$ cat src/sv/swcs_pkg.sv
// ----------------------------------------------------------------------------
// swcs_pkg
// Shared item types, protocol codes and the header checksum for the
// stop-and-wait connection sender.
// ----------------------------------------------------------------------------
package swcs_pkg;

	// request kinds
	localparam logic [1:0] REQ_HDR  = 2'd0;
	localparam logic [1:0] REQ_SEND = 2'd1;
	localparam logic [1:0] REQ_TICK = 2'd2;

	// connection phases
	localparam logic [2:0] PH_LISTEN    = 3'd0;
	localparam logic [2:0] PH_HALF_OPEN = 3'd1;
	localparam logic [2:0] PH_ESTAB     = 3'd2;
	localparam logic [2:0] PH_WAIT_ACK  = 3'd3;
	localparam logic [2:0] PH_CLOSING   = 3'd4;
	localparam logic [2:0] PH_CLOSED    = 3'd5;

	// event codes
	localparam logic [2:0] EV_NONE     = 3'd0;
	localparam logic [2:0] EV_ESTAB    = 3'd1;
	localparam logic [2:0] EV_ACKED    = 3'd2;
	localparam logic [2:0] EV_RETX     = 3'd3;
	localparam logic [2:0] EV_PEER_FIN = 3'd4;
	localparam logic [2:0] EV_CLOSED   = 3'd5;
	localparam logic [2:0] EV_REJECT   = 3'd6;

	// flag bytes
	localparam logic [7:0] FL_SYN     = 8'h01;
	localparam logic [7:0] FL_ACK     = 8'h02;
	localparam logic [7:0] FL_FIN     = 8'h04;
	localparam logic [7:0] FL_SYN_ACK = 8'h03;

	typedef struct packed {
		logic [1:0]  req_type;
		logic [31:0] seq_num;
		logic [31:0] ack_num;
		logic [7:0]  flags;
		logic [15:0] check_sum;
		logic [31:0] data_length;
		logic [9:0]  new_seq;
	} req_t;

	typedef struct packed {
		logic        tx_valid;
		logic [31:0] tx_seq;
		logic [31:0] tx_ack;
		logic [7:0]  tx_flags;
		logic [15:0] tx_check_sum;
		logic [31:0] tx_length;
		logic [2:0]  conn_state;
		logic [2:0]  event_res;
		logic        last;
	} res_t;

	// Ones'-complement sum of the seven header halfwords, complemented.
	// A wide sum folded twice gives the same value as a running end-around add.
	function automatic logic [15:0] hdr_sum(input logic [31:0] seq, input logic [31:0] ack,
		input logic [7:0] fl, input logic [31:0] len);
		logic [18:0] t;
		logic [16:0] f;
		logic [15:0] s;
		t = {3'd0, seq[31:16]} + {3'd0, seq[15:0]} + {3'd0, ack[31:16]}
			+ {3'd0, ack[15:0]} + {11'd0, fl} + {3'd0, len[31:16]} + {3'd0, len[15:0]};
		f = {1'b0, t[15:0]} + {14'd0, t[18:16]};
		s = f[15:0] + {15'd0, f[16]};
		return ~s;
	endfunction

endpackage

$ cat src/sv/stop_and_wait_connection_sender.sv
// ----------------------------------------------------------------------------
// stop_and_wait_connection_sender
// Passive-side connection engine with stop-and-wait header sending.
// ----------------------------------------------------------------------------
// Takes one request item per clock while no stall holds it off: a received
// header, a send request or a timeout tick. An item is registered on entry,
// resolved into its result item(s) when it fires, and the first result is
// then registered in the result register. Sustained rate is one item per cycle
// while res_stall is low; a FIN received while established yields two results
// (ACK then FIN): the FIN waits in the spare slot and holds off the next item
// until it moves into the result register. Result-side stall backs up into the
// request channel through the entry register.
module stop_and_wait_connection_sender import swcs_pkg::*; (
	input  logic clk,
	input  logic arst_n,
	input  logic req_valid,
	output logic req_stall,
	input  req_t req,
	output logic res_valid,
	input  logic res_stall,
	output res_t res
);

	logic valid_s1;
	req_t item_s1;
	logic fire;
	logic busy;
	res_t r0;
	res_t r1;
	logic two;

	assign fire      = valid_s1 && !busy;
	assign req_stall = valid_s1 && !fire;

	// entry register: take a new item when empty or when the held one resolves
	always_ff @(posedge clk or negedge arst_n) begin
		if (!arst_n) begin
			valid_s1 <= 1'b0;
		end else if (!valid_s1 || fire) begin
			valid_s1 <= req_valid;
		end
	end

	always_ff @(posedge clk) begin
		if ((!valid_s1 || fire) && req_valid) begin
			item_s1 <= req;
		end
	end

	swcs_engine u_engine (
		.clk    (clk),
		.arst_n (arst_n),
		.fire   (fire),
		.item   (item_s1),
		.r0     (r0),
		.r1     (r1),
		.two    (two)
	);

	swcs_result_buf u_result_buf (
		.clk       (clk),
		.arst_n    (arst_n),
		.fire      (fire),
		.r0        (r0),
		.r1        (r1),
		.two       (two),
		.res_stall (res_stall),
		.res_valid (res_valid),
		.res       (res),
		.busy      (busy)
	);

endmodule

$ cat src/sv/swcs_engine.sv
// ----------------------------------------------------------------------------
// swcs_engine
// Connection state and the single-pass decision for one request item:
// produces the first result, an optional second result, and the next state.
// ----------------------------------------------------------------------------
module swcs_engine import swcs_pkg::*; (
	input  logic clk,
	input  logic arst_n,
	input  logic fire,
	input  req_t item,
	output res_t r0,
	output res_t r1,
	output logic two
);

	logic [2:0]  phase_q;
	logic [9:0]  own_seq_q;
	logic [31:0] pend_seq_q;
	logic [7:0]  pend_flags_q;
	logic [31:0] pend_len_q;

	logic        good;
	logic        tx;
	logic [31:0] t_seq;
	logic [31:0] t_ack;
	logic [7:0]  t_fl;
	logic [31:0] t_len;
	logic [2:0]  ev;
	logic [2:0]  nphase;
	logic        ld_own;
	logic        ld_pend;
	logic [31:0] seq_inc;

	assign good    = hdr_sum(item.seq_num, item.ack_num, item.flags, item.data_length)
		== item.check_sum;
	assign seq_inc = item.seq_num + 32'd1;

	// decide on the item
	always_comb begin
		tx      = 1'b0;
		t_seq   = '0;
		t_ack   = '0;
		t_fl    = '0;
		t_len   = '0;
		ev      = EV_NONE;
		nphase  = phase_q;
		ld_own  = 1'b0;
		ld_pend = 1'b0;
		two     = 1'b0;
		case (item.req_type)
			REQ_SEND: begin
				if (phase_q == PH_ESTAB) begin
					ld_pend = 1'b1;
					nphase  = PH_WAIT_ACK;
					tx      = 1'b1;
					t_seq   = item.seq_num;
					t_fl    = item.flags;
					t_len   = item.data_length;
				end else begin
					ev = EV_REJECT;
				end
			end
			REQ_TICK: begin
				if (phase_q == PH_WAIT_ACK) begin
					tx    = 1'b1;
					t_seq = pend_seq_q;
					t_fl  = pend_flags_q;
					t_len = pend_len_q;
					ev    = EV_RETX;
				end
			end
			REQ_HDR: begin
				ev = EV_REJECT;
				unique case (phase_q)
					PH_LISTEN: begin
						if (item.flags == FL_SYN && good) begin
							ld_own = 1'b1;
							nphase = PH_HALF_OPEN;
							tx     = 1'b1;
							t_seq  = {22'd0, item.new_seq};
							t_ack  = seq_inc;
							t_fl   = FL_SYN_ACK;
							ev     = EV_NONE;
						end
					end
					PH_HALF_OPEN: begin
						if (item.flags == FL_ACK && good
							&& item.ack_num == ({22'd0, own_seq_q} + 32'd1)) begin
							nphase = PH_ESTAB;
							ev     = EV_ESTAB;
						end
					end
					PH_ESTAB: begin
						if (item.flags == FL_FIN && good) begin
							ld_own = 1'b1;
							nphase = PH_CLOSING;
							tx     = 1'b1;
							t_ack  = seq_inc;
							t_fl   = FL_ACK;
							ev     = EV_PEER_FIN;
							two    = 1'b1;
						end
					end
					PH_WAIT_ACK: begin
						if (item.flags == FL_FIN) begin
							ld_own = 1'b1;
							nphase = PH_CLOSING;
							tx     = 1'b1;
							t_seq  = {22'd0, item.new_seq};
							t_fl   = FL_FIN;
							ev     = EV_PEER_FIN;
						end else if (item.flags == FL_ACK && good
							&& item.ack_num == (pend_seq_q + 32'd1)) begin
							nphase = PH_ESTAB;
							ev     = EV_ACKED;
						end else begin
							tx    = 1'b1;
							t_seq = pend_seq_q;
							t_fl  = pend_flags_q;
							t_len = pend_len_q;
							ev    = EV_RETX;
						end
					end
					PH_CLOSING: begin
						if (item.flags == FL_ACK && good) begin
							nphase = PH_CLOSED;
							ev     = EV_CLOSED;
						end
					end
					default: begin
						ev = EV_REJECT;
					end
				endcase
			end
			default: begin
				ev = EV_NONE;
			end
		endcase
	end

	// assemble the results
	always_comb begin
		r0.tx_valid     = tx;
		r0.tx_seq       = t_seq;
		r0.tx_ack       = t_ack;
		r0.tx_flags     = t_fl;
		r0.tx_check_sum = tx ? hdr_sum(t_seq, t_ack, t_fl, t_len) : 16'd0;
		r0.tx_length    = t_len;
		r0.conn_state   = nphase;
		r0.event_res    = ev;
		r0.last         = !two;

		r1.tx_valid     = 1'b1;
		r1.tx_seq       = {22'd0, item.new_seq};
		r1.tx_ack       = '0;
		r1.tx_flags     = FL_FIN;
		r1.tx_check_sum = hdr_sum({22'd0, item.new_seq}, 32'd0, FL_FIN, 32'd0);
		r1.tx_length    = '0;
		r1.conn_state   = PH_CLOSING;
		r1.event_res    = EV_PEER_FIN;
		r1.last         = 1'b1;
	end

	// advance the connection state
	always_ff @(posedge clk or negedge arst_n) begin
		if (!arst_n) begin
			phase_q      <= PH_LISTEN;
			own_seq_q    <= '0;
			pend_seq_q   <= '0;
			pend_flags_q <= '0;
			pend_len_q   <= '0;
		end else if (fire) begin
			phase_q <= nphase;
			if (ld_own) begin
				own_seq_q <= item.new_seq;
			end
			if (ld_pend) begin
				pend_seq_q   <= item.seq_num;
				pend_flags_q <= item.flags;
				pend_len_q   <= item.data_length;
			end
		end
	end

endmodule

$ cat src/sv/swcs_result_buf.sv
// ----------------------------------------------------------------------------
// swcs_result_buf
// Result register with one spare slot for the second result of a peer FIN.
// ----------------------------------------------------------------------------
module swcs_result_buf import swcs_pkg::*; (
	input  logic clk,
	input  logic arst_n,
	input  logic fire,
	input  res_t r0,
	input  res_t r1,
	input  logic two,
	input  logic res_stall,
	output logic res_valid,
	output res_t res,
	output logic busy
);

	logic res_valid_q;
	res_t res_q;
	logic spare_valid_q;
	res_t spare_q;
	logic open;

	assign open      = !res_valid_q || !res_stall;
	assign busy      = spare_valid_q || !open;
	assign res_valid = res_valid_q;
	assign res       = res_q;

	// load the result register, draining the spare slot first
	always_ff @(posedge clk or negedge arst_n) begin
		if (!arst_n) begin
			res_valid_q   <= 1'b0;
			spare_valid_q <= 1'b0;
		end else if (open) begin
			if (spare_valid_q) begin
				res_valid_q   <= 1'b1;
				spare_valid_q <= 1'b0;
			end else begin
				res_valid_q   <= fire;
				spare_valid_q <= fire && two;
			end
		end
	end

	// hold payload until taken
	always_ff @(posedge clk) begin
		if (open) begin
			if (spare_valid_q) begin
				res_q <= spare_q;
			end else if (fire) begin
				res_q   <= r0;
				spare_q <= r1;
			end
		end
	end

endmodule

$ cat config.mk
export PLATFORM = sky130hd
export DESIGN_NAME = stop_and_wait_connection_sender
export DESIGN_NICKNAME = d
export VERILOG_FILES = /design/src/sv/swcs_pkg.sv /design/src/sv/stop_and_wait_connection_sender.sv /design/src/sv/swcs_engine.sv /design/src/sv/swcs_result_buf.sv
export SDC_FILE = /design/constraint.sdc
export NUM_CORES = 1
export LEC_CHECK = 0
export ABC_AREA = 1
export BUFFER_PORTS_ARGS = -buffer_cell sky130_fd_sc_hd__buf_2
export CORE_UTILIZATION = 35
export CTS_CLUSTER_DIAMETER = 40
export DETAILED_ROUTE_END_ITERATION = 16
export PLACE_DENSITY = 0.59
export SLEW_MARGIN = 20
export SYNTH_ARGS = -nofsm -noshare
export SYNTH_HDL_FRONTEND = slang
export SYNTH_SLANG_ARGS = --single-unit
$ cat constraint.sdc
create_clock -name clk -period 16.8 [get_ports clk]
set_input_delay 3.36 -clock clk [delete_from_list [all_inputs] [get_ports clk]]
set_output_delay 3.36 -clock clk [all_outputs]
set_load 0.01 [all_outputs]
==> flow_summary.ini <==
[synth]
avgSynthCellArea_um2 = 8.99
synth_fp_nets = 3063
synth.distinct_cells = 54
async_reset_ff_share_pct = 23.9
yosysWarnings = 0
synth-seq-area-share_pct = 43.5
synth_top_area_share_pct = 34.5
syn-cell-area_um2 = 24400
synth_top_area_cell = edfxtp_1
synth_ff_type = edfxtp_1
synth.area.top_cells = edfxtp_1 (34%), nand2_1 (9.5%), fa_1 (9.5%)
ys_ff_latch = 368
synth_edf_count = 280
synth_cells = 2712

[pwr]
power_density_nw_per_um2 = 144
p_leak_uw = 0.0157
ir_drop_mv = 0.151
switching_share_pct = 40.8
clockPowerShare_pct = 28.2
p_comb_share_pct = 48.9
p_seq_share_pct = 22.9
p_int_uw = 2770
power_switching_uw = 1910

[place]
hpwl_um = 65300
io_buffers = 265
place_area_um2 = 28900
numPlacedInstances = 4128
preCtsSetupSlack_ns = -1.21
place_congestion = 0.959

[route]
routed-via-count = 21187
antenna_left = 0
firstDrtPassIters = 6
drt-total-wl_um = 83400
vias_per_cell = 4.88
first_iter_violations = 2019
drc = 0
wl_per_cell_um = 19.2

[floorplanning]
die_w_um = 266
rows = 96
ioPinCount = 266
initial_core_util_pct = 35.5
die_y_um = 266
die_area_um2 = 70700
core-area_um2 = 68700

[final_layout]
final_util_pct = 47.3
diodes = 0
seq_area_um2 = 10600
layout.nets = 3705
multi_input_area_um2 = 12700
area_growth_pct = 33.2
final_cell_mix = nand2_1 (590), inv_1 (409), buf_4 (371)
final_common_cell = nand2_1
final_cells = 4339
layout-drive-gt1-share_pct = 30.0
fin_area_um2 = 32500
fill_cells = 6598

[clock_tree]
htree_num_levels = 3
holdBufCountCts = 0
clk_pin_slew_worst_paths_ns = 0.06
root_buffer = clkbuf_16
clock_latency_ns = 0.62
cts_buffer_depth = 3
cts_tree = built
cts_num_sinks = 368
cts_buffers = 66

[setup_path]
crit_top_cell = buf_4
slowest_stage = fa_1
start_kind = flip-flop
critPathCaptureType = flip-flop
cp.required_ns = 17.15
path_class = flip-flop to flip-flop
cp_max_fo = 6
cp_data_arrival_time_ns = 17.98
slowest_delay_ns = 0.56

[status]
violations = negative setup slack
status = finished with violations

[global_route]
grt_util_met2_pct = 39.1
grt_busiest_layer = met2
grt_pass1_wl_um = 123000
globalRouteOverflowTotal = 0
met3_usage_pct = 3.69
antenna_found_initial = 0
grt_max_degree = 85
met1_usage_pct = 30.7
grt_use_total_pct = 23.4
grt_pass1_vias = 20656

[timing]
fin_crit_sh_pct = 105
hold_viol = 0
relSlewSlack_pct = 33.0
setup_viol_count_final = 13
rsz0062_at_grt = true
slew_violations = 0
finalClockSkew_ns = 0.0221
fin_ws_ns = -0.834
period_needed_ns = 17.63
worst_pin_slew_ns = 1.00
max_freq_mhz = 56.7
fin_worst_hold_slack_ns = 0.489

[job]
cap_violations = 0

[worst_hold_path]
hold_class = flip-flop to flip-flop
-- kinds of logic after synthesis --
| logic type | count (synthesis) | synth area share (%) |
|---|---|---|
| and+or+nand+nor | 1195 | 21.7 |
| buffers and inverters | 506 | 7.94 |
| DFF | 368 | 43.5 |
| AOI/OAI and AO/OA | 278 | 6.37 |
| adders and majority gates | 215 | 14.6 |
| xor gates and xnor gates | 124 | 4.63 |
| muxes | 26 | 1.20 |
-- routing by layer --
layer,wire [µm],part of all wire [%]
met5,0,0
met4,3360,4.0
met3,5030,6.0
met2,39400,47
met1,35600,43
-- power groups by stage --
stage | clock, µW | combinational [µW] | sequential (µW)
4_1_cts | 1350 | 2190 | 1080
5_1_grt | 1390 | 2550 | 1080
2_1_floorplan | 0 | 1280 | 1090
3_5_place_dp | 0 | 1990 | 1090
6_report | 1320 | 2290 | 1070
3_3_place_gp | 0 | 1990 | 1090
-- stage by stage --
stage / total power (µW) / setup TNS (ns)
3_5_place_dp: 3090 / -10.29
4_1_cts: 4610 / -2.58
5_1_grt: 5020 / -21.33
6_report: 4690 / -5.62
3_3_place_gp: 3080 / -6.58
2_1_floorplan: 2380 / 0
-- sequential cells by signal (all words and copies together) (netlist names) --
name,flops
u_engine.pend_seq_q,32
u_result_buf.spare_valid_q,1
u_result_buf.res,128
valid_s1,1
u_engine.own_seq_q,10
u_engine.pend_len_q,32
u_result_buf.res_valid,1
u_engine.pend_flags_q,8
u_result_buf.spare_q,20
item_s1,132
u_engine.phase_q,3
-- worst max-delay path: cells and delay by family, from the launching register on --
kind | cells | cell delay (ns)
AOI/OAI and AO/OA | 19 | 2.59
xor gates and xnor gates | 2 | 0.31
adders and majority gates | 15 | 5.40
buffers and inverters | 41 | 4.48
DFF | 1 | 0.42
and+or+nand+nor | 46 | 4.14
-- what timing repair did --
action | in CTS | in global routing
pin swaps | 134 | 124
gates resized for setup | 89 | 72
endpoints found under the hold margin | 0 | 0
buffers inserted | 72 | 28
setup endpoints to repair | 16 | 16
-- worst paths after layout --
check	from	to	slack [ns]	cells past startpoint
setup / recovery	item_s1[116]	u_result_buf.res[54]	-0.83	123
hold / removal	u_engine.pend_len_q[16]	u_engine.pend_len_q[16]	0.49	2
setup reg to reg	item_s1[116]	u_result_buf.res[54]	-0.83	123
hold reg to reg	u_engine.pend_len_q[16]	u_engine.pend_len_q[16]	0.49	2
max in group asynchronous	arst_n	u_engine.pend_len_q[27]	12.85	2
min in group asynchronous	arst_n	valid_s1	2.67	1
-- area by class of cell --
class | count | area share [%]
clock buffers | 68 | 5.14
repair buffers | 638 | 12.7
clock inverters | 54 | 1.66
inverters | 442 | 5.11
well taps | 931 | 3.59
multi-input cells | 1838 | 39.1
flip-flops and latches | 368 | 32.7
-- cells in the mapped netlist, drive strengths merged, types with 3 or more instances --
library cell  number
nand2            632
inv              442
edfxtp           280
nor2             214
nand3            200
a21oi            124
fa               116
o21ai            101
ha                99
xor2              92
dfrtp             88
nor3              55
clkbuf            43
nand4             38
xnor2             29
mux2              26
nor4              22
buf               21
nand3b            16
o21bai            15
a22oi             14
a31oi              9
or2                9
and2               6
a21o               3
o211ai             3
Power figures use the tool's default switching activity.
